==> src/hdl/mass_stability_period_detector_top_macros.svh <==
// Assertion helpers shared by the detector modules.
`ifndef MASS_STABILITY_PERIOD_DETECTOR_TOP_MACROS_SVH
`define MASS_STABILITY_PERIOD_DETECTOR_TOP_MACROS_SVH

// Check an implication on every clock edge outside reset.
`define MSPD_ASSERT_IMPL(label, ante, cons, msg) \
  label: assert property (@(posedge clk) disable iff (!rst_n) (ante) |-> (cons)) \
    else $error(msg);

// Check an implication in the next cycle.
`define MSPD_ASSERT_NEXT(label, ante, cons, msg) \
  label: assert property (@(posedge clk) disable iff (!rst_n) (ante) |=> (cons)) \
    else $error(msg);

`endif

==> src/hdl/mspd_pkg.sv <==
package mspd_pkg;

  localparam int HISTORY_DEPTH_D = 256;
  localparam int WINDOW_D        = 16;
  localparam int INTERVAL_D      = 16;
  localparam int MIN_LAG_D       = 4;
  localparam int MAX_LAG_D       = 128;

  localparam int MASS_W = 24;
  localparam int ALIVE_W = 21;
  localparam int CONF_W = 16;
  localparam int PER_W = 8;
  localparam int CFG_W = 16;
  localparam int CFG_IDX_W = 1;
  // Wide accumulator: products of deviations, summed over the history.
  localparam int ACC_W = 128;

  localparam logic [CFG_IDX_W-1:0] REG_STABLE_RATIO = 1'd0;
  localparam logic [CFG_IDX_W-1:0] REG_PERIOD_THR   = 1'd1;

  localparam logic [15:0] STABLE_RATIO_RST = 16'd1000;
  localparam logic [15:0] PERIOD_THR_RST   = 16'd11469;

  // Datapath commands from the controller.
  typedef enum logic [3:0] {
    OP_IDLE,
    OP_WRITE,    // store mass, bump pointer
    OP_WIN,      // window min/max scan step
    OP_SUM,      // sum scan step
    OP_VAR,      // variance scan step
    OP_XC,       // cross-correlation step
    OP_LAGEND,   // compare accumulator with best
    OP_DIV,      // one quotient bit
    OP_FINISH    // apply threshold
  } op_t;

  typedef struct packed {
    op_t         op;
    logic        first;   // division: integer bit step; finish: clear result, skip threshold
  } cmd_t;

  typedef struct packed {
    logic scan_done;    // last element of the current scan issued
    logic lag_done;     // last lag evaluated
    logic div_done;
    logic short_hist;   // too few samples for a check
    logic var_zero;
    logic pipe_empty;   // no RAM reads still in flight
  } stat_t;

endpackage

==> src/hdl/mspd_ctrl.sv <==
module mspd_ctrl #(
  parameter int INTERVAL = mspd_pkg::INTERVAL_D
) (
  input  logic            clk,
  input  logic            rst_n,
  input  logic            in_fire,
  input  logic            out_fire,
  input  mspd_pkg::stat_t stat,
  output mspd_pkg::cmd_t  cmd,
  output logic            busy,
  output logic            res_load,
  output logic            out_valid,
  output logic            checked
);
  import mspd_pkg::*;

  localparam int FW = (INTERVAL > 1) ? $clog2(INTERVAL) : 1;

  typedef enum logic [3:0] {
    S_IDLE, S_WIN, S_WIN_DRAIN, S_SUM, S_SUM_DRAIN, S_VAR, S_VAR_DRAIN,
    S_XC, S_XC_DRAIN, S_LAGEND, S_DIV0, S_DIV, S_FIN, S_OUT
  } state_t;

  state_t        state_r;
  logic [FW-1:0] frame_r;
  logic          check_r;
  logic          clear_r;

  assign busy = state_r != S_IDLE;
  assign res_load = state_r == S_FIN;
  assign out_valid = state_r == S_OUT;

  // Decode state into datapath command; drain states issue no reads.
  always_comb begin
    cmd.first = 1'b0;
    cmd.op = OP_IDLE;
    case (state_r)
      S_IDLE:   cmd.op = in_fire ? OP_WRITE : OP_IDLE;
      S_WIN:    cmd.op = OP_WIN;
      S_SUM:    cmd.op = OP_SUM;
      S_VAR:    cmd.op = OP_VAR;
      S_XC:     cmd.op = OP_XC;
      S_LAGEND: cmd.op = OP_LAGEND;
      S_DIV0: begin cmd.op = OP_DIV; cmd.first = 1'b1; end
      S_DIV:    cmd.op = OP_DIV;
      S_FIN: begin cmd.op = check_r ? OP_FINISH : OP_IDLE; cmd.first = clear_r; end
      default:  cmd.op = OP_IDLE;
    endcase
  end

  always_ff @(posedge clk) begin
    if (!rst_n) begin
      state_r <= S_IDLE;
      frame_r <= '0;
      check_r <= 1'b0;
      clear_r <= 1'b0;
      checked <= 1'b0;
    end else begin
      case (state_r)
        S_IDLE: if (in_fire) begin
          state_r <= S_WIN;
          clear_r <= 1'b0;
          if (frame_r == FW'(INTERVAL - 1) || INTERVAL == 1) begin
            frame_r <= '0;
            check_r <= 1'b1;
          end else begin
            frame_r <= frame_r + 1'b1;
            check_r <= 1'b0;
          end
        end
        // Window scan, then wait for the last read to land.
        S_WIN: if (stat.scan_done) state_r <= S_WIN_DRAIN;
        S_WIN_DRAIN: begin
          if (check_r && stat.short_hist) clear_r <= 1'b1;
          state_r <= !check_r ? S_FIN
                     : (stat.short_hist ? S_FIN : S_SUM);
        end
        S_SUM: if (stat.scan_done) state_r <= S_SUM_DRAIN;
        S_SUM_DRAIN: state_r <= S_VAR;
        S_VAR: if (stat.scan_done) state_r <= S_VAR_DRAIN;
        // Drop the lag search when the variance is zero.
        S_VAR_DRAIN: if (stat.pipe_empty) begin
          if (stat.var_zero) begin
            clear_r <= 1'b1;
            state_r <= S_FIN;
          end else begin
            state_r <= S_XC;
          end
        end
        S_XC: if (stat.scan_done) state_r <= S_XC_DRAIN;
        S_XC_DRAIN: if (stat.pipe_empty) state_r <= S_LAGEND;
        S_LAGEND: state_r <= stat.lag_done ? S_DIV0 : S_XC;
        S_DIV0: state_r <= S_DIV;
        S_DIV: if (stat.div_done) state_r <= S_FIN;
        S_FIN: begin
          state_r <= S_OUT;
          checked <= check_r;
        end
        S_OUT: if (out_fire) state_r <= S_IDLE;
        default: state_r <= S_IDLE;
      endcase
    end
  end

  `include "mass_stability_period_detector_top_macros.svh"

  `MSPD_ASSERT_IMPL(a_no_accept_busy, busy, !in_fire, "request accepted while busy")
  `MSPD_ASSERT_NEXT(a_out_after_fin, state_r == S_FIN, state_r == S_OUT,
                    "finish did not present result")
  `MSPD_ASSERT_NEXT(a_out_hold, state_r == S_OUT && !out_fire, state_r == S_OUT,
                    "result dropped before it was taken")
endmodule

==> config.mk <==
export PLATFORM = sky130hd
export DESIGN_NAME = mspd_ctrl
export DESIGN_NICKNAME = d
export VERILOG_FILES = /design/src/hdl/mspd_pkg.sv /design/src/hdl/mspd_ctrl.sv
export VERILOG_INCLUDE_DIRS = /design/src /design/src/hdl
export SDC_FILE = /design/constraint.sdc
export NUM_CORES = 1
export LEC_CHECK = 0
export BUFFER_PORTS_ARGS = -buffer_cell sky130_fd_sc_hd__buf_2
export CORE_UTILIZATION = 44
export CTS_CLUSTER_DIAMETER = 50
export DETAILED_ROUTE_END_ITERATION = 10
export PLACE_DENSITY = 0.67
export SKIP_LAST_GASP = 1
export SLEW_MARGIN = 20
export SYNTH_ARGS = -nofsm -noshare
export SYNTH_HDL_FRONTEND = slang
export SYNTH_SLANG_ARGS = --single-unit
==> constraint.sdc <==
create_clock -name clk -period 4.96 [get_ports clk]
set_clock_uncertainty 0.05 [all_clocks]
set_input_delay 0.248 -clock clk [delete_from_list [all_inputs] [get_ports clk]]
set_output_delay 0.248 -clock clk [all_outputs]
set_load 0.02 [all_outputs]
==> impl_metrics.yaml, run 1 <==
power_and_ir_drop:
  switching_power_total_w: 0.000257
  clock_power_share_pct: 11.9
  max-vdd-ir-drop_mv: 0.261
  power.sequential.fraction_pct: 36.1
  p_leak_nw: 0.376
  power_frac_comb_pct: 52.0
  internal_power_w: 0.000258
  sw_frac_of_total_pct: 49.9
  power_per_cell_area_nw_per_um2: 541
sta:
  finalSetupViolations: 0
  finalHoldWorstSlack_ps: 266
  finalCriticalPeriod_ps: 2090
  worst_slack_ps: 2870
  grt_setup_unrepaired: "false"
  fin_setup_tns_ps: 0
  timing.slew.headroom_pct: 51.0
  timing.final.hold_violations: 0
  final_min_period_over_clock_period_pct: 42.1
  drv_slew: 0
  timing.fmax_ghz: 0.478
  timing_worst_slew_pin_value_ps: 734
die:
  fp-row-count: 15
  height_of_the_die_um: 45.7
  boundaryPins: 19
  die_width_um: 45.7
  start_util_pct: 47.7
  core_region_um2: 1760
  design.die.area_um2: 2090
placement:
  place_congestion: 0.864
  pre_cts_ws_ps: 3000
  port_buffers: 18
  place_area_um2: 925
  dp_hpwl_mm: 1.34
clock_network:
  cts_post_setup_buffers_inserted: 0
  clock_sink_count: 11
  clock_latency_late_sink_ps: 270
  cts_inserted_buffers: 3
  clock_path_buffers: 2
  ctsHtreeMaxLevel: 1
  cts_tree: "done"
  clock_tree.root_cell: "sky130_fd_sc_hd__clkbuf_4"
  postCtsResizedCells: 0
  number_of_hold_repair_buffers_added_at_the_cts_stage: 0
  path_clk_slew_ps: 70
global_routing:
  vias_in_the_first_global_route: 686
  grt_first_pass_wirelength_mm: 3.00
  antenna_violations_before_repair: 0
  grt_max_degree: 25
  total_congestion_overflow: 0
  track_usage_pct: 19.9
critical_path:
  data_arrival_time_at_the_worst_slack_endpoint_ps: 1790
  r2r-end: "frame_r[3]"
  cp-end-kind: "output port"
  setup.reg_to_reg.worst_slack_ps: 2940
  timing_worst_setup_path_type: "reg -> out"
  rr_startpoint: "state_r[0]"
  crit_path_start: "state_r[3]"
  worstPathRequired_ps: 4660
  cp_max_fo: 20
  worst_setup_path_start_kind: "register"
  timing.reg2reg.worst_path_depth: 5
finish:
  num-fill-cells: 184
  antenna-diode-count: 0
  regArea_um2: 220
  multi_input_logic_area_um2: 572
  finish.instance_area_um2: 951
  areaGrowthSynthToFinish_pct: 13.1
  drive_above_1_share_pct: 18.6
  num-nets-final: 141
yosys:
  synthesis.instances: 115
  seq_area_frac_synth_pct: 26.2
  synth_cell_type_count: 38
  ys.warnings.count: 0
  synth-main-ff-cell: "sky130_fd_sc_hd__dfxtp_1"
  syn_area_um2: 841
  postSynthNetCount: 126
  synth-seq-cells: 11
  syn-mean-instance-area_um2: 7.31
  ys_async_sr_fraction_pct: 0
  edff_count_synth: 0
min_path:
  hold-path-endpoint: "checked"
  hold_depth: 2
  hold_class: "in -> reg"
  hp-start: "rst_n"
detailed_routing:
  via_count: 853
  detail_route.vias_per_cell: 5.54
  drt-initial-drc-count: 31
  ant_nets: 0
  post-route-drc-count: 0
  routedWlPerCell_um: 12.7
  routed_wl_mm: 1.96
  detail_route.first_pass.iterations: 4
outcome:
  status: "completed"
job:
  max-cap-violations: 0
[flip-flops by register name (all words and copies together) (netlist names)]
register / flops
frame_r: 4
checked: 1
state_r: 4
clear_r: 1
check_r: 1
[power groups by stage]
| stage | Sequential, W | Combinational (W) | Clock, W |
|---|---|---|---|
| floorplan | 0.000129 | 0.000262 | 0 |
| global placement | 0.000182 | 0.000264 | 0 |
| detailed placement | 0.000185 | 0.000265 | 0 |
| CTS | 0.000182 | 0.000266 | 0.0000636 |
| global route | 0.000190 | 0.000298 | 0.0000668 |
| finish | 0.000186 | 0.000267 | 0.0000609 |
[stage by stage]
step	util, %	instances	power, W
after floorplan	-	115	0.000392
after global placement	52.4	150	0.000447
after detailed placement	52.4	150	0.000449
after CTS	53.9	154	0.000512
after global routing	53.9	154	0.000555
final	53.9	154	0.000514
[synth_stat cells, types with 2 or more instances]
cell type | count | area [um2]
sky130_fd_sc_hd__dfxtp_1 | 11 | 220
sky130_fd_sc_hd__o21ai_0 | 11 | 55.1
sky130_fd_sc_hd__a21oi_1 | 11 | 55.1
sky130_fd_sc_hd__nor2b_1 | 8 | 50.1
sky130_fd_sc_hd__inv_1 | 3 | 11.3
sky130_fd_sc_hd__clkbuf_1 | 7 | 26.3
sky130_fd_sc_hd__nand2b_1 | 4 | 25.0
sky130_fd_sc_hd__nor2_1 | 12 | 45.0
sky130_fd_sc_hd__nor3_1 | 5 | 25.0
sky130_fd_sc_hd__nor3b_1 | 3 | 22.5
sky130_fd_sc_hd__o21a_1 | 2 | 15.0
sky130_fd_sc_hd__mux2i_1 | 3 | 30.0
sky130_fd_sc_hd__nand2_1 | 8 | 30.0
sky130_fd_sc_hd__nand3_1 | 3 | 15.0
[area by class of cell]
type	instances	area share (%)
clock buffers	4	2.76
inverters	3	1.18
multi-input cells	93	60.1
flip-flops and latches	11	23.2
well taps	25	3.29
repair buffers	18	9.47
[how the worst max path moves through the flow]
| stage | endpoint | slack (ps) |
|---|---|---|
| after global placement | frame_r[3] | 3050 |
| after global routing | cmd[4] | 2720 |
| after CTS | cmd[4] | 2880 |
| final | cmd[4] | 2870 |
| after detailed placement | frame_r[3] | 3000 |
| after floorplan | frame_r[3] | 3210 |
[routing by layer]
| metal | vias up | global-route usage, % | wire length, um |
|---|---|---|---|
| met5 | - | 0 | 0 |
| met4 | 0 | 8.82 | 22 |
| met3 | 4 | 3.97 | 99 |
| met2 | 29 | 29.4 | 925 |
| met1 | 381 | 27.8 | 913 |
| li1 | 439 | - | - |
[critical path, cell delays in order, from the launching register on]
cell,delay [ps]
sky130_fd_sc_hd__dfxtp_1,800
sky130_fd_sc_hd__nand2b_1,150
sky130_fd_sc_hd__nor2_1,230
sky130_fd_sc_hd__and2_1,180
sky130_fd_sc_hd__buf_2,170
[placed cells by master, fill, tap and decap left out, types with 2 or more instances in the layout]
cell / n
sky130_fd_sc_hd__buf_2: 18
sky130_fd_sc_hd__nor2_1: 12
sky130_fd_sc_hd__o21ai_0: 11
sky130_fd_sc_hd__a21oi_1: 11
sky130_fd_sc_hd__dfxtp_1: 11
sky130_fd_sc_hd__nand2_1: 8
sky130_fd_sc_hd__nor2b_1: 8
sky130_fd_sc_hd__nor3_1: 5
sky130_fd_sc_hd__nand2b_1: 4
sky130_fd_sc_hd__inv_1: 3
sky130_fd_sc_hd__nand3_1: 3
sky130_fd_sc_hd__nor3b_1: 3
sky130_fd_sc_hd__mux2i_1: 3
sky130_fd_sc_hd__clkbuf_4: 3
sky130_fd_sc_hd__o21a_1: 2
[kinds of logic after synthesis]
| family | Yosys count | share of synthesized area (%) |
|---|---|---|
| and+or+nand+nor | 52 | 35.1 |
| AOI/OAI and AO/OA | 36 | 26.8 |
| buffers and inverters | 11 | 5.80 |
| DFF | 11 | 26.2 |
| muxes | 3 | 3.57 |
| xor gates and xnor gates | 1 | 1.04 |
| adders and majority gates | 1 | 1.49 |
No activity file was read; power rests on OpenSTA's default activity.
==> inputs of run 2 (changes only) <==
--- a/config.mk
+++ b/config.mk
@@ -10,7 +10,7 @@
 export CORE_UTILIZATION = 44
 export CTS_CLUSTER_DIAMETER = 50
 export DETAILED_ROUTE_END_ITERATION = 10
-export PLACE_DENSITY = 0.67
+export PLACE_DENSITY = 0.7
 export SKIP_LAST_GASP = 1
 export SLEW_MARGIN = 20
 export SYNTH_ARGS = -nofsm -noshare
==> constraint.sdc (replaced) <==
create_clock -name clk -period 1.83 [get_ports clk]
set_clock_uncertainty 0.05 [all_clocks]
set_input_delay 0.0915 -clock clk [delete_from_list [all_inputs] [get_ports clk]]
set_output_delay 0.0915 -clock clk [all_outputs]
set_load 0.02 [all_outputs]
==> impl_metrics.yaml, run 2 (synthesis results as in run 1) <==
clock_network:
  cts_post_setup_buffers_inserted: 0
  ctsHtreeMaxLevel: 1
  cts_inserted_buffers: 3
  clock_latency_late_sink_ps: 270
  path_clk_slew_ps: 70
  clock_tree.root_cell: "sky130_fd_sc_hd__clkbuf_4"
  number_of_hold_repair_buffers_added_at_the_cts_stage: 0
  clock_sink_count: 11
  clock_path_buffers: 2
  cts_tree: "done"
detailed_routing:
  routed_wl_mm: 2.08
  routedWlPerCell_um: 12.7
  ant_nets: 0
  met3_wirelength_um: 112
  routedLengthMet1_um: 948
  routed-wl-met2_mm: 1.01
  detail_route.first_pass.iterations: 4
  routed.top_layer: "met4"
  drt-initial-drc-count: 35
  post-route-drc-count: 0
  detail_route.vias_per_cell: 5.60
  via_count: 918
finish:
  regArea_um2: 223
  top_regs: "frame_r (4), state_r (4)"
  most_frequent_cells_in_the_layout: "sky130_fd_sc_hd__buf_2, sky130_fd_sc_hd__nor2_1, sky130_fd_sc_hd__o21ai_0, sky130_fd_sc_hd__a21oi_1, sky130_fd_sc_hd__buf_4"
  layout_commonest_cell: "sky130_fd_sc_hd__buf_2"
  num-fill-cells: 178
  areaGrowthSynthToFinish_pct: 22.6
  num-nets-final: 151
  drive_above_1_share_pct: 26.6
  antenna-diode-count: 0
  multi_input_logic_area_um2: 574
sta:
  fin_setup_tns_ps: 0
  drv_slew: 0
  grt_setup_unrepaired: "false"
  timing.fmax_ghz: 0.567
  final_min_period_over_clock_period_pct: 96.3
  timing.final.hold_violations: 0
  finalCriticalPeriod_ps: 1760
  timing_worst_slew_pin_value_ps: 382
  finalSetupViolations: 0
  timing.slew.headroom_pct: 73.9
critical_path:
  data_arrival_time_at_the_worst_slack_endpoint_ps: 1620
  cp-end-kind: "output port"
  worst_setup_path_start_kind: "register"
  worstPathRequired_ps: 1690
  timing_worst_setup_path_type: "reg -> out"
  cp_slowest_stage_delay_ps: 600
  cp_max_fo: 7
  crit_path_top_delay_cell: "sky130_fd_sc_hd__or4b_4"
  setup.reg_to_reg.worst_slack_ps: 90
  cp_cell_sequence: "or4b_4, a22oi_1, buf_2"
die:
  core_region_um2: 1760
  height_of_the_die_um: 45.7
  start_util_pct: 47.7
  boundaryPins: 19
  die_width_um: 45.7
  design.die.area_um2: 2090
  fp-row-count: 15
power_and_ir_drop:
  power_w: 0.00157
  power_per_cell_area_nw_per_um2: 1520
  max-vdd-ir-drop_mv: 0.890
  p_leak_nw: 0.428
global_routing:
  antenna_violations_before_repair: 0
  vias_in_the_first_global_route: 765
  grt_max_degree: 16
  track_usage_pct: 21.7
  total_congestion_overflow: 0
  grt_first_pass_wirelength_mm: 3.26
job:
  max-cap-violations: 0
min_path:
  hold_class: "in -> reg"
placement:
  place_congestion: 0.909
  dp_hpwl_mm: 1.56
  port_buffers: 18
outcome:
  status: "completed"
[run 2: cell types whose count changed in the layout (fill, tap and decap cells not counted)]
cell                      delta
sky130_fd_sc_hd__buf_4      +10
sky130_fd_sc_hd__dfxtp_1     -2
sky130_fd_sc_hd__dfxtp_2     +2
sky130_fd_sc_hd__nor2_1      -1
sky130_fd_sc_hd__nor2_2      +1
[run 2: report_power, final]
group	internal, W	total, W	switching (W)
sequential	0.000305	0.000395	0.0000897
combinational	0.000435	0.00101	0.000573
clock	0.0000844	0.000166	0.0000820
total	0.000824	0.00157	0.000745
[run 2: metrics by stage]
stage / std cells / instance area (um2) / hold slack, ps / util, % / setup WS [ps]
after global placement: 160 / 1000 / 384 / 56.7 / 164
after floorplan: 115 / 841 / 181 / - / 77.9
after global routing: 164 / 1030 / 111 / 58.4 / 25.4
final: 164 / 1030 / 101 / 58.4 / 67.7
after CTS: 164 / 1030 / 100 / 58.2 / 42.2
after detailed placement: 160 / 1000 / 391 / 56.7 / 127
[run 2: path summary, 6_finish.rpt]
path,startpoint,end,cells past startpoint
max,state_r[1],cmd[1],3
max reg2reg,state_r[1],frame_r[3],5
min,rst_n,checked,2
min reg2reg,frame_r[3],frame_r[3],2
[run 2: area by class of cell]
type / count / share of cell area, %
inverters: 3 / 1.09
repair buffers: 28 / 16.0
clock buffers: 4 / 2.55
multi-input cells: 93 / 55.7
flip-flops and latches: 11 / 21.6
well taps: 25 / 3.03
[run 2: repair_timing]
| action | 4_1_cts | 5_1_grt |
|---|---|---|
| hold endpoints to repair | 0 | 0 |
| resized for setup | 0 | 3 |
| endpoints found under the setup margin | 0 | 2 |
[run 2: layer usage]
| layer | up-vias | global-route usage [%] |
|---|---|---|
| li1 | 462 | - |
| met1 | 415 | 27.0 |
| met2 | 39 | 36.0 |
| met3 | 2 | 6.35 |
| met4 | 0 | 6.47 |
| met5 | - | 0 |
[run 2: critical path: cells and delay by family (launching register included)]
family	cells	cell delay, ps
AOI/OAI and AO/OA	1	180
buffers and inverters	1	200
DFF	1	370
and+or+nand+nor	1	600
